**src/rtl/core/circle_octant_rasterizer_macros.svh**
```systemverilog
// ---------------------------------------------------------------------------
// Assertion macros for the circle octant rasterizer
// Concurrent checks that compile away when SYNTHESIS is defined.
// ---------------------------------------------------------------------------
`ifndef CIRCLE_OCTANT_RASTERIZER_MACROS_SVH
`define CIRCLE_OCTANT_RASTERIZER_MACROS_SVH

`ifndef SYNTHESIS

// The consequent must hold in the same cycle as the antecedent.
`define COR_ASSERT_IMP(lbl, ante, cons) \
  lbl: assert property (@(posedge clk) disable iff (!rst_n) (ante) |-> (cons)) \
    else $error("circle rasterizer check failed");

// The consequent must hold in the cycle after the antecedent.
`define COR_ASSERT_NXT(lbl, ante, cons) \
  lbl: assert property (@(posedge clk) disable iff (!rst_n) (ante) |=> (cons)) \
    else $error("circle rasterizer check failed");

`else

`define COR_ASSERT_IMP(lbl, ante, cons)
`define COR_ASSERT_NXT(lbl, ante, cons)

`endif

`endif

```
**src/rtl/core/cor_pkg.sv**
```systemverilog
// ---------------------------------------------------------------------------
// Circle octant rasterizer package
// Shared constants and types for the rasterizer core.
// ---------------------------------------------------------------------------
package cor_pkg;

  // Default coordinate width of center and octant point.
  localparam int COORD_BITS_DEF = 11;

  // Pixel words are always this wide, two's complement.
  localparam int PIX_BITS = 13;
  localparam int OCT_BITS = 3;

  // Result tdata: pixel_x, pixel_y, octant, padded to whole bytes.
  localparam int OUT_FIELD_BITS = 2 * PIX_BITS + OCT_BITS;
  localparam int OUT_DATA_BITS  = ((OUT_FIELD_BITS + 7) / 8) * 8;

  // Last of the eight symmetric copies.
  localparam logic [OCT_BITS-1:0] OCT_LAST = 3'd7;

  // Input kind codes.
  localparam logic KIND_START    = 1'b0;
  localparam logic KIND_CONTINUE = 1'b1;

  // Step direction of the midpoint walk.
  typedef enum logic [1:0] {
    MOVE_H,
    MOVE_D,
    MOVE_V
  } move_t;

  // Status of the pixel emitter seen by the top level.
  typedef struct packed {
    logic busy;     // a step transaction is being emitted
    logic at_last;  // the result being loaded now is the step's last one
  } emit_stat_t;

endpackage

```
**src/rtl/core/cor_stepper.sv**
```systemverilog
// ---------------------------------------------------------------------------
// Circle rasterizer stepper
// Holds the walk state and computes the current octant point and the next
// midpoint step for each accepted input transaction.
// ---------------------------------------------------------------------------
module cor_stepper
  import cor_pkg::*;
#(
  parameter int COORD_BITS = COORD_BITS_DEF
) (
  input  logic                         clk,
  input  logic                         rst_n,
  input  logic                         accept,
  input  logic                         kind,
  input  logic [COORD_BITS-1:0]        center_x,
  input  logic [COORD_BITS-1:0]        center_y,
  input  logic [COORD_BITS-2:0]        radius,
  output logic signed [COORD_BITS-1:0] pt_x,
  output logic signed [COORD_BITS-1:0] pt_y,
  output logic [COORD_BITS-1:0]        pt_cx,
  output logic [COORD_BITS-1:0]        pt_cy,
  output logic                         pt_fin
);

  localparam int EW = COORD_BITS + 3;

  logic signed [COORD_BITS-1:0] pos_x_r, pos_y_r;
  logic signed [EW-1:0]         err_r;
  logic [COORD_BITS-1:0]        cen_x_r, cen_y_r;

  logic signed [COORD_BITS-1:0] x_nxt, y_nxt;
  logic signed [EW-1:0]         err_nxt;

  logic                         load;
  logic signed [EW-1:0]         cur_d, xe, ye;
  logic signed [EW:0]           sum_dy, dif_dx;
  logic                         dy_nonpos, dx_nonpos;
  move_t                        move;

  always_comb begin
    load  = (kind == KIND_START);
    pt_x  = load ? '0 : pos_x_r;
    pt_y  = load ? {1'b0, radius} : pos_y_r;
    cur_d = load ? (EW'(2) - EW'({radius, 1'b0})) : err_r;
    pt_cx = load ? center_x : cen_x_r;
    pt_cy = load ? center_y : cen_y_r;

    pt_fin = (pt_y < pt_x);

    xe = {{3{pt_x[COORD_BITS-1]}}, pt_x};
    ye = {{3{pt_y[COORD_BITS-1]}}, pt_y};

    // Midpoint tests: 2(d+y)-1 <= 0 is d+y <= 0, likewise for d-x.
    sum_dy    = {cur_d[EW-1], cur_d} + {ye[EW-1], ye};
    dif_dx    = {cur_d[EW-1], cur_d} - {xe[EW-1], xe};
    dy_nonpos = sum_dy[EW] || (sum_dy == '0);
    dx_nonpos = dif_dx[EW] || (dif_dx == '0);

    priority if (cur_d[EW-1]) begin
      move = dy_nonpos ? MOVE_H : MOVE_D;
    end else if (cur_d != '0) begin
      move = dx_nonpos ? MOVE_D : MOVE_V;
    end else begin
      move = MOVE_D;
    end

    // The update of d uses the already moved x and y, folded in here.
    unique case (move)
      MOVE_H: begin
        x_nxt   = pt_x + COORD_BITS'(1);
        y_nxt   = pt_y;
        err_nxt = cur_d + (xe <<< 1) + EW'(3);
      end
      MOVE_V: begin
        x_nxt   = pt_x;
        y_nxt   = pt_y - COORD_BITS'(1);
        err_nxt = cur_d - (ye <<< 1) + EW'(3);
      end
      default: begin
        x_nxt   = pt_x + COORD_BITS'(1);
        y_nxt   = pt_y - COORD_BITS'(1);
        err_nxt = cur_d + (xe <<< 1) - (ye <<< 1) + EW'(6);
      end
    endcase
  end

  always_ff @(posedge clk) begin
    if (!rst_n) begin
      pos_x_r <= '0;
      pos_y_r <= '0;
      err_r   <= '0;
      cen_x_r <= '0;
      cen_y_r <= '0;
    end else if (accept) begin
      cen_x_r <= pt_cx;
      cen_y_r <= pt_cy;
      // A finished circle keeps its state, but a start still loads it.
      if (!pt_fin) begin
        pos_x_r <= x_nxt;
        pos_y_r <= y_nxt;
        err_r   <= err_nxt;
      end else begin
        pos_x_r <= pt_x;
        pos_y_r <= pt_y;
        err_r   <= cur_d;
      end
    end
  end

endmodule

```
**src/rtl/core/cor_emitter.sv**
```systemverilog
// ---------------------------------------------------------------------------
// Circle rasterizer pixel emitter
// Holds one step's octant point and sends its eight symmetric pixels, or a
// single finished marker, through a registered output stage.
// ---------------------------------------------------------------------------
module cor_emitter
  import cor_pkg::*;
#(
  parameter int COORD_BITS = COORD_BITS_DEF
) (
  input  logic                         clk,
  input  logic                         rst_n,
  input  logic                         job_load,
  output logic                         job_ready,
  input  logic signed [COORD_BITS-1:0] pt_x,
  input  logic signed [COORD_BITS-1:0] pt_y,
  input  logic [COORD_BITS-1:0]        pt_cx,
  input  logic [COORD_BITS-1:0]        pt_cy,
  input  logic                         pt_fin,
  output emit_stat_t                   stat,
  output logic                         out_valid,
  input  logic                         out_ready,
  output logic [PIX_BITS-1:0]          out_pixel_x,
  output logic [PIX_BITS-1:0]          out_pixel_y,
  output logic [OCT_BITS-1:0]          out_octant,
  output logic                         out_pixel_valid,
  output logic                         out_finished,
  output logic                         out_last
);

  localparam int SW = (COORD_BITS + 2 > PIX_BITS) ? COORD_BITS + 2 : PIX_BITS;

  logic                         job_valid_r;
  logic signed [COORD_BITS-1:0] job_x_r, job_y_r;
  logic [COORD_BITS-1:0]        job_cx_r, job_cy_r;
  logic                         job_fin_r;
  logic [OCT_BITS-1:0]          idx_r;

  logic                         out_valid_r;
  logic [PIX_BITS-1:0]          px_r, py_r;
  logic [OCT_BITS-1:0]          oct_r;
  logic                         pv_r, fin_r, last_r;

  logic                         out_free, emit, job_last;
  logic signed [COORD_BITS-1:0] term_a, term_b;
  logic [SW-1:0]                ext_a, ext_b, cx_ext, cy_ext, sum_x, sum_y;

  always_comb begin
    out_free  = !out_valid_r || out_ready;
    emit      = job_valid_r && out_free;
    job_last  = job_fin_r || (idx_r == OCT_LAST);
    job_ready = !job_valid_r || (emit && job_last);

    stat.busy    = job_valid_r;
    stat.at_last = emit && job_last;

    // Octant bit 2 swaps the roles of x and y; bits 0 and 1 mirror them.
    term_a = idx_r[2] ? job_y_r : job_x_r;
    term_b = idx_r[2] ? job_x_r : job_y_r;
    ext_a  = {{(SW-COORD_BITS){term_a[COORD_BITS-1]}}, term_a};
    ext_b  = {{(SW-COORD_BITS){term_b[COORD_BITS-1]}}, term_b};
    cx_ext = {{(SW-COORD_BITS){1'b0}}, job_cx_r};
    cy_ext = {{(SW-COORD_BITS){1'b0}}, job_cy_r};
    sum_x  = idx_r[0] ? (cx_ext - ext_a) : (cx_ext + ext_a);
    sum_y  = idx_r[1] ? (cy_ext - ext_b) : (cy_ext + ext_b);
  end

  always_ff @(posedge clk) begin
    if (!rst_n) begin
      job_valid_r <= 1'b0;
      idx_r       <= '0;
    end else if (job_load) begin
      job_valid_r <= 1'b1;
      idx_r       <= '0;
    end else if (emit) begin
      idx_r <= idx_r + OCT_BITS'(1);
      if (job_last) begin
        job_valid_r <= 1'b0;
      end
    end
  end

  always_ff @(posedge clk) begin
    if (job_load) begin
      job_x_r   <= pt_x;
      job_y_r   <= pt_y;
      job_cx_r  <= pt_cx;
      job_cy_r  <= pt_cy;
      job_fin_r <= pt_fin;
    end
  end

  always_ff @(posedge clk) begin
    if (!rst_n) begin
      out_valid_r <= 1'b0;
    end else if (emit) begin
      out_valid_r <= 1'b1;
    end else if (out_ready) begin
      out_valid_r <= 1'b0;
    end
  end

  always_ff @(posedge clk) begin
    if (emit) begin
      if (job_fin_r) begin
        px_r   <= '0;
        py_r   <= '0;
        oct_r  <= '0;
        pv_r   <= 1'b0;
        fin_r  <= 1'b1;
        last_r <= 1'b1;
      end else begin
        px_r   <= sum_x[PIX_BITS-1:0];
        py_r   <= sum_y[PIX_BITS-1:0];
        oct_r  <= idx_r;
        pv_r   <= 1'b1;
        fin_r  <= 1'b0;
        last_r <= (idx_r == OCT_LAST);
      end
    end
  end

  assign out_valid       = out_valid_r;
  assign out_pixel_x     = px_r;
  assign out_pixel_y     = py_r;
  assign out_octant      = oct_r;
  assign out_pixel_valid = pv_r;
  assign out_finished    = fin_r;
  assign out_last        = last_r;

endmodule

```
**src/rtl/core/circle_octant_rasterizer.sv**
```systemverilog
// ---------------------------------------------------------------------------
// Circle octant rasterizer
// Bresenham midpoint circle walk with eight-way symmetric pixel output.
// ---------------------------------------------------------------------------
// A transaction with tuser low loads a center and radius and takes the first
// step; one with tuser high takes the next step. While the walk is inside
// its octant each step yields eight pixel transactions, one per cycle while
// the result stream does not stall, the last with tlast; after that each step
// yields one finished marker. The step logic sits between the walk registers
// and the emitter's point register, so a new input transaction is taken in
// the same cycle that the emitter loads the last result of the previous one.
// Each result passes through the emitter's point register and then its
// single output register before it shows on out_tvalid.

`include "circle_octant_rasterizer_macros.svh"

module circle_octant_rasterizer
  import cor_pkg::*;
#(
  parameter int COORD_BITS = COORD_BITS_DEF,
  localparam int IN_BITS   = ((3 * COORD_BITS - 1 + 7) / 8) * 8
) (
  input  logic                     clk,
  input  logic                     rst_n,
  // Input stream.
  input  logic                     in_tvalid,
  output logic                     in_tready,
  input  logic [IN_BITS-1:0]       in_tdata,   // center_x, center_y, radius
  input  logic                     in_tuser,   // kind
  // Result stream.
  output logic                     out_tvalid,
  input  logic                     out_tready,
  output logic [OUT_DATA_BITS-1:0] out_tdata,  // pixel_x, pixel_y, octant
  output logic [1:0]               out_tuser,  // pixel_valid, finished
  output logic                     out_tlast
);

  logic                         in_accept;
  logic signed [COORD_BITS-1:0] pt_x, pt_y;
  logic [COORD_BITS-1:0]        pt_cx, pt_cy;
  logic                         pt_fin;
  emit_stat_t                   stat;
  logic [PIX_BITS-1:0]          pixel_x, pixel_y;
  logic [OCT_BITS-1:0]          octant;
  logic                         pixel_valid, finished;

  assign in_accept = in_tvalid && in_tready;

  cor_stepper #(
    .COORD_BITS (COORD_BITS)
  ) u_stepper (
    .clk      (clk),
    .rst_n    (rst_n),
    .accept   (in_accept),
    .kind     (in_tuser),
    .center_x (in_tdata[COORD_BITS-1:0]),
    .center_y (in_tdata[2*COORD_BITS-1:COORD_BITS]),
    .radius   (in_tdata[3*COORD_BITS-2:2*COORD_BITS]),
    .pt_x     (pt_x),
    .pt_y     (pt_y),
    .pt_cx    (pt_cx),
    .pt_cy    (pt_cy),
    .pt_fin   (pt_fin)
  );

  cor_emitter #(
    .COORD_BITS (COORD_BITS)
  ) u_emitter (
    .clk             (clk),
    .rst_n           (rst_n),
    .job_load        (in_accept),
    .job_ready       (in_tready),
    .pt_x            (pt_x),
    .pt_y            (pt_y),
    .pt_cx           (pt_cx),
    .pt_cy           (pt_cy),
    .pt_fin          (pt_fin),
    .stat            (stat),
    .out_valid       (out_tvalid),
    .out_ready       (out_tready),
    .out_pixel_x     (pixel_x),
    .out_pixel_y     (pixel_y),
    .out_octant      (octant),
    .out_pixel_valid (pixel_valid),
    .out_finished    (finished),
    .out_last        (out_tlast)
  );

  assign out_tdata = {{(OUT_DATA_BITS-OUT_FIELD_BITS){1'b0}}, octant, pixel_y, pixel_x};
  assign out_tuser = {finished, pixel_valid};

  // An accepted transaction is always being emitted in the next cycle.
  `COR_ASSERT_NXT(a_accept_busy, in_accept, stat.busy)

  // A new input is only taken when the emitter is idle or finishing a step.
  `COR_ASSERT_IMP(a_ready_gap, in_tready && stat.busy, stat.at_last)

  // A finished marker is a lone, pixel-free last result.
  `COR_ASSERT_IMP(a_fin_marker, out_tvalid && finished, out_tlast && !pixel_valid)

  // Among pixel results, tlast marks exactly the eighth octant.
  `COR_ASSERT_IMP(a_pix_last, out_tvalid && pixel_valid, out_tlast == (octant == OCT_LAST))

endmodule

```
**config.mk**
```make
export PLATFORM = sky130hd
export DESIGN_NAME = circle_octant_rasterizer
export DESIGN_NICKNAME = d
export VERILOG_FILES = /design/src/rtl/core/cor_pkg.sv /design/src/rtl/core/cor_stepper.sv /design/src/rtl/core/cor_emitter.sv /design/src/rtl/core/circle_octant_rasterizer.sv
export VERILOG_INCLUDE_DIRS = /design/src /design/src/rtl/core
export SDC_FILE = /design/constraint.sdc
export NUM_CORES = 1
export LEC_CHECK = 0
export ABC_AREA = 1
export BUFFER_PORTS_ARGS = -buffer_cell sky130_fd_sc_hd__buf_2
export CORE_MARGIN = 2
export CORE_UTILIZATION = 40
export CTS_BUF_LIST = sky130_fd_sc_hd__clkbuf_16
export CTS_CLUSTER_SIZE = 14
export DETAILED_ROUTE_END_ITERATION = 6
export PLACE_DENSITY_LB_ADDON = 0.05
export SYNTH_ARGS = -nofsm -noshare
export SYNTH_HDL_FRONTEND = slang
export SYNTH_SLANG_ARGS = --single-unit
```
**constraint.sdc**
```tcl
create_clock -name clk -period 11.44 [get_ports clk]
set_input_delay 0.572 -clock clk [delete_from_list [all_inputs] [get_ports clk]]
set_output_delay 0.572 -clock clk [all_outputs]
set_load 0.005 [all_outputs]
```
==> run summary, run 1 <==
Number of synthesized flops with an enable pin = 77
Total number of placement rows = 64
Full die area = 0.0328 mm²
Register area share after synthesis = 28.5%
Critical path launch point = in_tuser
Setup Skew = 0.00682 ns
Via count of the first global-routing pass = 10900
Global route hottest layer = met2
Global-route usage over all layers = 23.3%
Root Buffer Master = clkbuf_16
Fin nets = 2063
Die width = 181 µm
Post-detail-place hpwl = 29.7 mm
Seq pwr share = 30.8%
Standby leakage power = 7.02 nW
Slowest cell on the critical path = buf_4
# H-tree levels = 4
Met2 global-route usage = 39.4%
Tightest Pin Transition = 0.995 ns
Fraction of synthesized cell area taken by the top area cell type = 18.4%
Global-route wire length before repair = 59.6 mm
Worst hold margin = 0.436 ns
Number of detailed-route iterations in the first pass = 6
Number of antenna violations at the first check in global routing = 0
Post-layout total power = 1.95 mW
Library cell with the largest summed area after synthesis = edfxtp_1
Destination of the critical timing path = u_stepper.err_r[11]$_SDFFE_PN0P_
Worst Hold Class = in -> reg
Core area = 0.0307 mm²
Instance area at placement = 0.0132 mm²
Tightest slew margin relative to the limit = 33.2%
Unrepaired setup endpoints after global routing = no
Crit start category = primary input
Switching power total = 0.737 mW
Number of remaining DRC errors = 0
Async set-reset flop share out of synthesis = 0%
Clk slew on worst S/H paths = 0.06 ns
Outcome = finished, final reports clean
Crit-path most repeated cell = nand2_1
Part of the total power dissipated in the clock network = 30.9%
TritonCTS clock tree = done
Num Clock Sinks = 140
Fillcell total = 3224
Largest buffer count on any clock path = 2
Multi-input combinational cell area = 0.00775 mm²
Total grt overflow = 0
Starting Density = 40.8%
Vias per cell = 5.15
Number of top-level design ports = 74
Cell Area, Synth = 0.0125 mm²
Largest net degree at the start of global routing = 71
Count of cell types in the netlist = 55
Part of the cycle the worst path needs = 44.7%
R2R Setup Slk = 7.04 ns
Number of violations of the max-capacitance limit = 0
Final non-filler cell total = 2301
Met1 Track Usage GR = 30.7%
Worst endpoint required time = 11.77 ns
Worst flop-to-flop path startpoint = u_emitter.idx_r[2]$_SDFFE_PP0P_
Syn_area_per_cell = 6.84 µm²
FF-to-FF path depth = 21
WS Path Type = in -> reg
Int Power = 1.21 mW
Final Hold Violating Endpoints = 0
Destination of the worst register-to-register timing path = u_emitter.out_pixel_x[12]$_SDFFCE_PP0P_
Post-synthesis to final-layout area growth = 10.7%
Crit. End Element = register
Combinational group share of total power = 38.3%
Highest achievable clock rate = 196 MHz
Area of all sequential standard cells = 0.00357 mm²
Number of port buffers = 70
Placer congestion estimate = 0.959
Time the final worst path needs with I/O delays and setup = 5.11 ns
Highest net fanout along the worst path = 58
Crit-path max cell delay = 0.58 ns
Post-detailed-routing wire length = 37.8 mm
Switch share = 37.9%
Design Area, Final = 0.0139 mm²
Setup TNS Final = 0 ns
Clock latency at the later pin of the worst-skew pair = 0.43 ns
Final max-slew violation count = 0
Fraction of met3 tracks used by global routing = 3.02%
Number of buffers created by CTS = 17
Placed Instances = 2269
Vias after detailed routing = 11800
Buffers inserted during post-CTS setup optimization = 0
Routed wire length per instance = 16.4 µm
Post-synthesis sequential element count = 140
Antenna diodes = 0
Gate count after technology mapping = 1833
Syn. warnings = 0
Data arrival time of the critical path = 5.44 ns
DRC marker count from the first detailed-route iteration = 857
Power density normalized to cell area = 140 mW/mm²
Ratio of cells with drive above 1 in the final layout = 9.08%
Number of nets still failing antenna checks after routing = 0
Post_cts resized = 0
Die height = 181 µm
Hold-fix buffers at CTS = 0
Count of final setup violators = 0
Peak supply drop = 118 µV
Biggest area contributors in the synthesized netlist = edfxtp_1 (18%), nand2_1 (16%), ha_1 (13%)
Top_reg_cell synth = edfxtp_1
through the flow:
step           utilization [%]  setup slack (ns)
3_5_place_dp              43.1              5.90
6_report                  45.1              6.33
5_1_grt                   45.1              5.87
4_1_cts                   45.1              6.32
2_1_floorplan                -              7.39
3_3_place_gp              43.1              6.04
metal layers:
layer / vias up / share of wire (%)
li1: 6124 / -
met1: 5345 / 46
met2: 316 / 47
met3: 57 / 4.6
met4: 0 / 2.8
met5: - / 0
registers in the layout (all words and copies together), names as in the netlist, 3 cells and up:
name                   cells
u_stepper.err_r           14
u_emitter.out_pixel_x     13
u_emitter.out_pixel_y     13
u_emitter.job_cx_r        11
u_emitter.job_cy_r        11
u_emitter.job_x_r         11
u_emitter.job_y_r         11
u_stepper.cen_x_r         11
u_stepper.cen_y_r         11
u_stepper.pos_x_r         11
u_stepper.pos_y_r         11
u_emitter.idx_r            3
u_emitter.out_octant       3
power by group through the flow:
stage | clock network, mW | logic [mW] | registers [mW]
after floorplan | 0 | 0.551 | 0.605
after global placement | 0 | 0.740 | 0.610
final | 0.603 | 0.746 | 0.599
after CTS | 0.611 | 0.743 | 0.599
after detailed placement | 0 | 0.739 | 0.610
after global routing | 0.638 | 0.847 | 0.603
cell families after synthesis:
logic type	share of synthesized area [%]
simple gates	30.5
buf+inv	9.80
compound gates	13.2
flops	28.5
fa+ha+maj	13.8
xor+xnor	4.18
other cells	0.0299
worst min-delay path by stage:
stage	depth (start not counted)	endpoint	from
floorplan	2	u_stepper.err_r[12]$_SDFFE_PN0P_	u_stepper.err_r[12]$_SDFFE_PN0P_
global placement	2	u_stepper.pos_y_r[2]$_SDFFE_PN0P_	u_stepper.pos_y_r[2]$_SDFFE_PN0P_
detailed placement	2	u_stepper.err_r[1]$_SDFFE_PN0P_	u_stepper.err_r[1]$_SDFFE_PN0P_
CTS	3	u_emitter.job_cx_r[6]$_DFFE_PP_	in_tdata[6]
global route	3	u_emitter.job_cx_r[7]$_DFFE_PP_	in_tdata[7]
finish	3	u_emitter.job_cx_r[4]$_DFFE_PP_	in_tdata[4]
area by class of cell:
type	count	share of cell area [%]
Clock buffer	19	3.43
Clock inverter	13	1.15
Inverter	260	7.03
Multi-Input combinational cell	1391	55.9
Sequential cell	140	25.8
Tap cell	396	3.57
Timing Repair Buffer	82	3.17
worst max-delay path: cells and delay by family:
| kind | cells | cell delay [ns] |
|---|---|---|
| buf+inv | 8 | 1.42 |
| simple gates | 14 | 1.36 |
| fa+ha+maj | 4 | 1.33 |
| compound gates | 4 | 0.70 |
Yosys cell counts (all sizes together) (22+ instances only):
cell / number
xnor2: 23
xor2: 33
nor3: 25
dfxtp: 63
nor2: 164
nand4: 25
nand3: 103
edfxtp: 77
inv: 258
a22o: 22
o21ai: 117
a21oi: 124
nand2: 554
ha: 127
buf: 26
cells in the final DEF (no fill, tap or decap), drive strengths merged:
cell      count
dfxtp        63
a22o         22
clkinv        9
a31oi         6
nor4          3
buf          82
a211oi        2
o21ai       117
nand3b        9
xnor2        23
bufinv        3
o21bai        4
nand2       554
nand3       103
nand4        25
nor3         25
o2111ai       5
a21o          5
o221ai        1
a21boi        1
o41ai         1
inv         260
clkbuf       19
a21oi       124
o21a          3
edfxtp       77
clkinvlp      1
nor2        164
and2          2
or2          18
xor2         33
ha          127
conb          3
nor3b         2
o211ai        2
fa            7
Note: power is estimated with default switching activity, not from simulation.
==> inputs of run 2 (changes only) <==
==> constraint.sdc (replaced) <==
create_clock -name clk -period 4.2 [get_ports clk]
set_input_delay 0.21 -clock clk [delete_from_list [all_inputs] [get_ports clk]]
set_output_delay 0.21 -clock clk [all_outputs]
set_load 0.005 [all_outputs]
==> run summary, run 2 (same netlist as run 1, synthesis figures left out) <==
Full die area = 0.0328 mm²
Worst endpoint required time = 4.53 ns
Final non-filler cell total = 2352
Number of buffers created by CTS = 17
Standby leakage power = 7.24 nW
Number of port buffers = 70
Vias after detailed routing = 12000
Antenna diodes = 0
Count of final setup violators = 0
Area of all sequential standard cells = 0.00357 mm²
Final Hold Violating Endpoints = 0
Unrepaired setup endpoints after global routing = no
Number of antenna violations at the first check in global routing = 0
WS Path Type = reg -> reg
TritonCTS clock tree = done
Starting Density = 40.8%
Via count of the first global-routing pass = 11400
Die width = 181 µm
Core area = 0.0307 mm²
Root Buffer Master = clkbuf_16
Tightest slew margin relative to the limit = 40.5%
Power density normalized to cell area = 370 mW/mm²
Largest buffer count on any clock path = 2
Max FFs per register = 14
Highest achievable clock rate = 266 MHz
Post-layout total power = 5.26 mW
Setup TNS Final = 0 ns
Highest net fanout along the worst path = 4
Ratio of cells with drive above 1 in the final layout = 11.5%
Number of remaining DRC errors = 0
Crit. End Element = register
Routed wire length per instance = 16.7 µm
Global-route usage over all layers = 24.3%
Part of the cycle the worst path needs = 89.5%
Worst hold margin = 0.0686 ns
Total grt overflow = 0
Final max-slew violation count = 0
Placer congestion estimate = 0.909
Worst Hold Class = in -> reg
Data arrival time of the critical path = 4.09 ns
Global-route wire length before repair = 62.5 mm
Instance area at placement = 0.0136 mm²
Peak supply drop = 286 µV
Largest net degree at the start of global routing = 70
Number of top-level design ports = 74
Most common library cell in the layout ignoring fill and taps = nand2_1
Total number of placement rows = 64
# H-tree levels = 4
Num Clock Sinks = 140
Vias per cell = 5.10
Crit start category = register
Die height = 181 µm
Fin nets = 2114
Leading cell types in the layout, fill and taps excluded = nand2_1 (548), inv_1 (247), nor2_1 (152)
Multi-input combinational cell area = 0.00775 mm²
Clk slew on worst S/H paths = 0.07 ns
Setup Skew = 0.0147 ns
Post-detail-place hpwl = 31.5 mm
Outcome = finished, final reports clean
Number of violations of the max-capacitance limit = 0
Number of nets still failing antenna checks after routing = 0
Post-detailed-routing wire length = 39.3 mm
Fillcell total = 3262
Post-synthesis to final-layout area growth = 13.4%
DRC marker count from the first detailed-route iteration = 765
Clock latency at the later pin of the worst-skew pair = 0.44 ns
Placed Instances = 2320
Time the final worst path needs with I/O delays and setup = 3.76 ns
Top reg by flops = u_stepper.err_r
Number of detailed-route iterations in the first pass = 6
Design Area, Final = 0.0142 mm²
Tightest Pin Transition = 0.892 ns
==> run 2: cell count changes in the layout (fill, tap and decap cells not counted), sizes merged <==
cell      previous run  this run
buf                 82       133
clkbuf              19        17
bufinv               3         1
clkinv               9         6
inv                260       265
clkinvlp             1         3
==> run 2: final cells by class <==
cell class / count / share of cell area [%]
flip-flops and latches: 140 / 25.1
inverters: 260 / 6.86
well taps: 396 / 3.48
clock inverters: 15 / 1.10
repair buffers: 133 / 5.88
clock buffers: 17 / 2.99
multi-input cells: 1391 / 54.5
==> run 2: repair_timing <==
action                     4_1_cts  5_1_grt
setup endpoints to repair        0        2
resized for setup                0        2
buffers inserted                 0        0
hold buffers                     0        0
==> run 2: report_power, final <==
part / internal [mW] / switching [mW] / leakage (nW)
clock network: 0.836 / 0.688 / 0.276
registers: 1.58 / 0.0442 / 1.27
logic: 0.761 / 1.35 / 5.69
total: 3.18 / 2.08 / 7.24
==> run 2: critical path, stage by stage (launching register included) <==
cell and delay, ns:
dfxtp_1 0.35, inv_1 0.04, nand2_1 0.05, nand2_1 0.09, inv_2 0.07, ha_1 0.16, inv_1 0.06, fa_1 0.44
o21ai_2 0.25, nand3_1 0.12, nand2_1 0.08, nand2_1 0.05, nand2_1 0.08, inv_1 0.07, ha_1 0.27, ha_1 0.35
nand2_1 0.09, o21ai_1 0.21, a21oi_1 0.10, inv_1 0.07, a31oi_1 0.07, or2_2 0.28, nand3_1 0.08, nand2_1 0.05
nand2_1 0.05, nand2_1 0.04, nand2_1 0.05, nand2_1 0.05
==> run 2: per-stage QoR <==
| stage | util (%) | setup slack, ns |
|---|---|---|
| after floorplan | - | 0.507 |
| after global placement | 44.3 | 0.153 |
| after detailed placement | 44.3 | 0.103 |
| after CTS | 46.2 | 0.368 |
| after global routing | 46.2 | 0.0332 |
| final | 46.2 | 0.443 |
==> run 2: worst paths after layout <==
kind	depth (start not counted)	endpoint	slack (ns)	from
max reg2reg	27	u_stepper.err_r[11]$_SDFFE_PN0P_	0.44	u_stepper.err_r[1]$_SDFFE_PN0P_
min reg2reg	2	u_stepper.err_r[12]$_SDFFE_PN0P_	0.46	u_stepper.err_r[12]$_SDFFE_PN0P_
max	27	u_stepper.err_r[11]$_SDFFE_PN0P_	0.44	u_stepper.err_r[1]$_SDFFE_PN0P_
min	3	u_emitter.job_cx_r[5]$_DFFE_PP_	0.07	in_tdata[5]
==> run 2: metal layers <==
metal / track usage (%) / up-vias / share of wire, %
met4: 8.10 / 0 / 2.7
met1: 31.5 / 5511 / 46
met5: 0 / - / 0
met3: 2.30 / 50 / 3.0
met2: 42.5 / 232 / 48
li1: - / 6211 / -
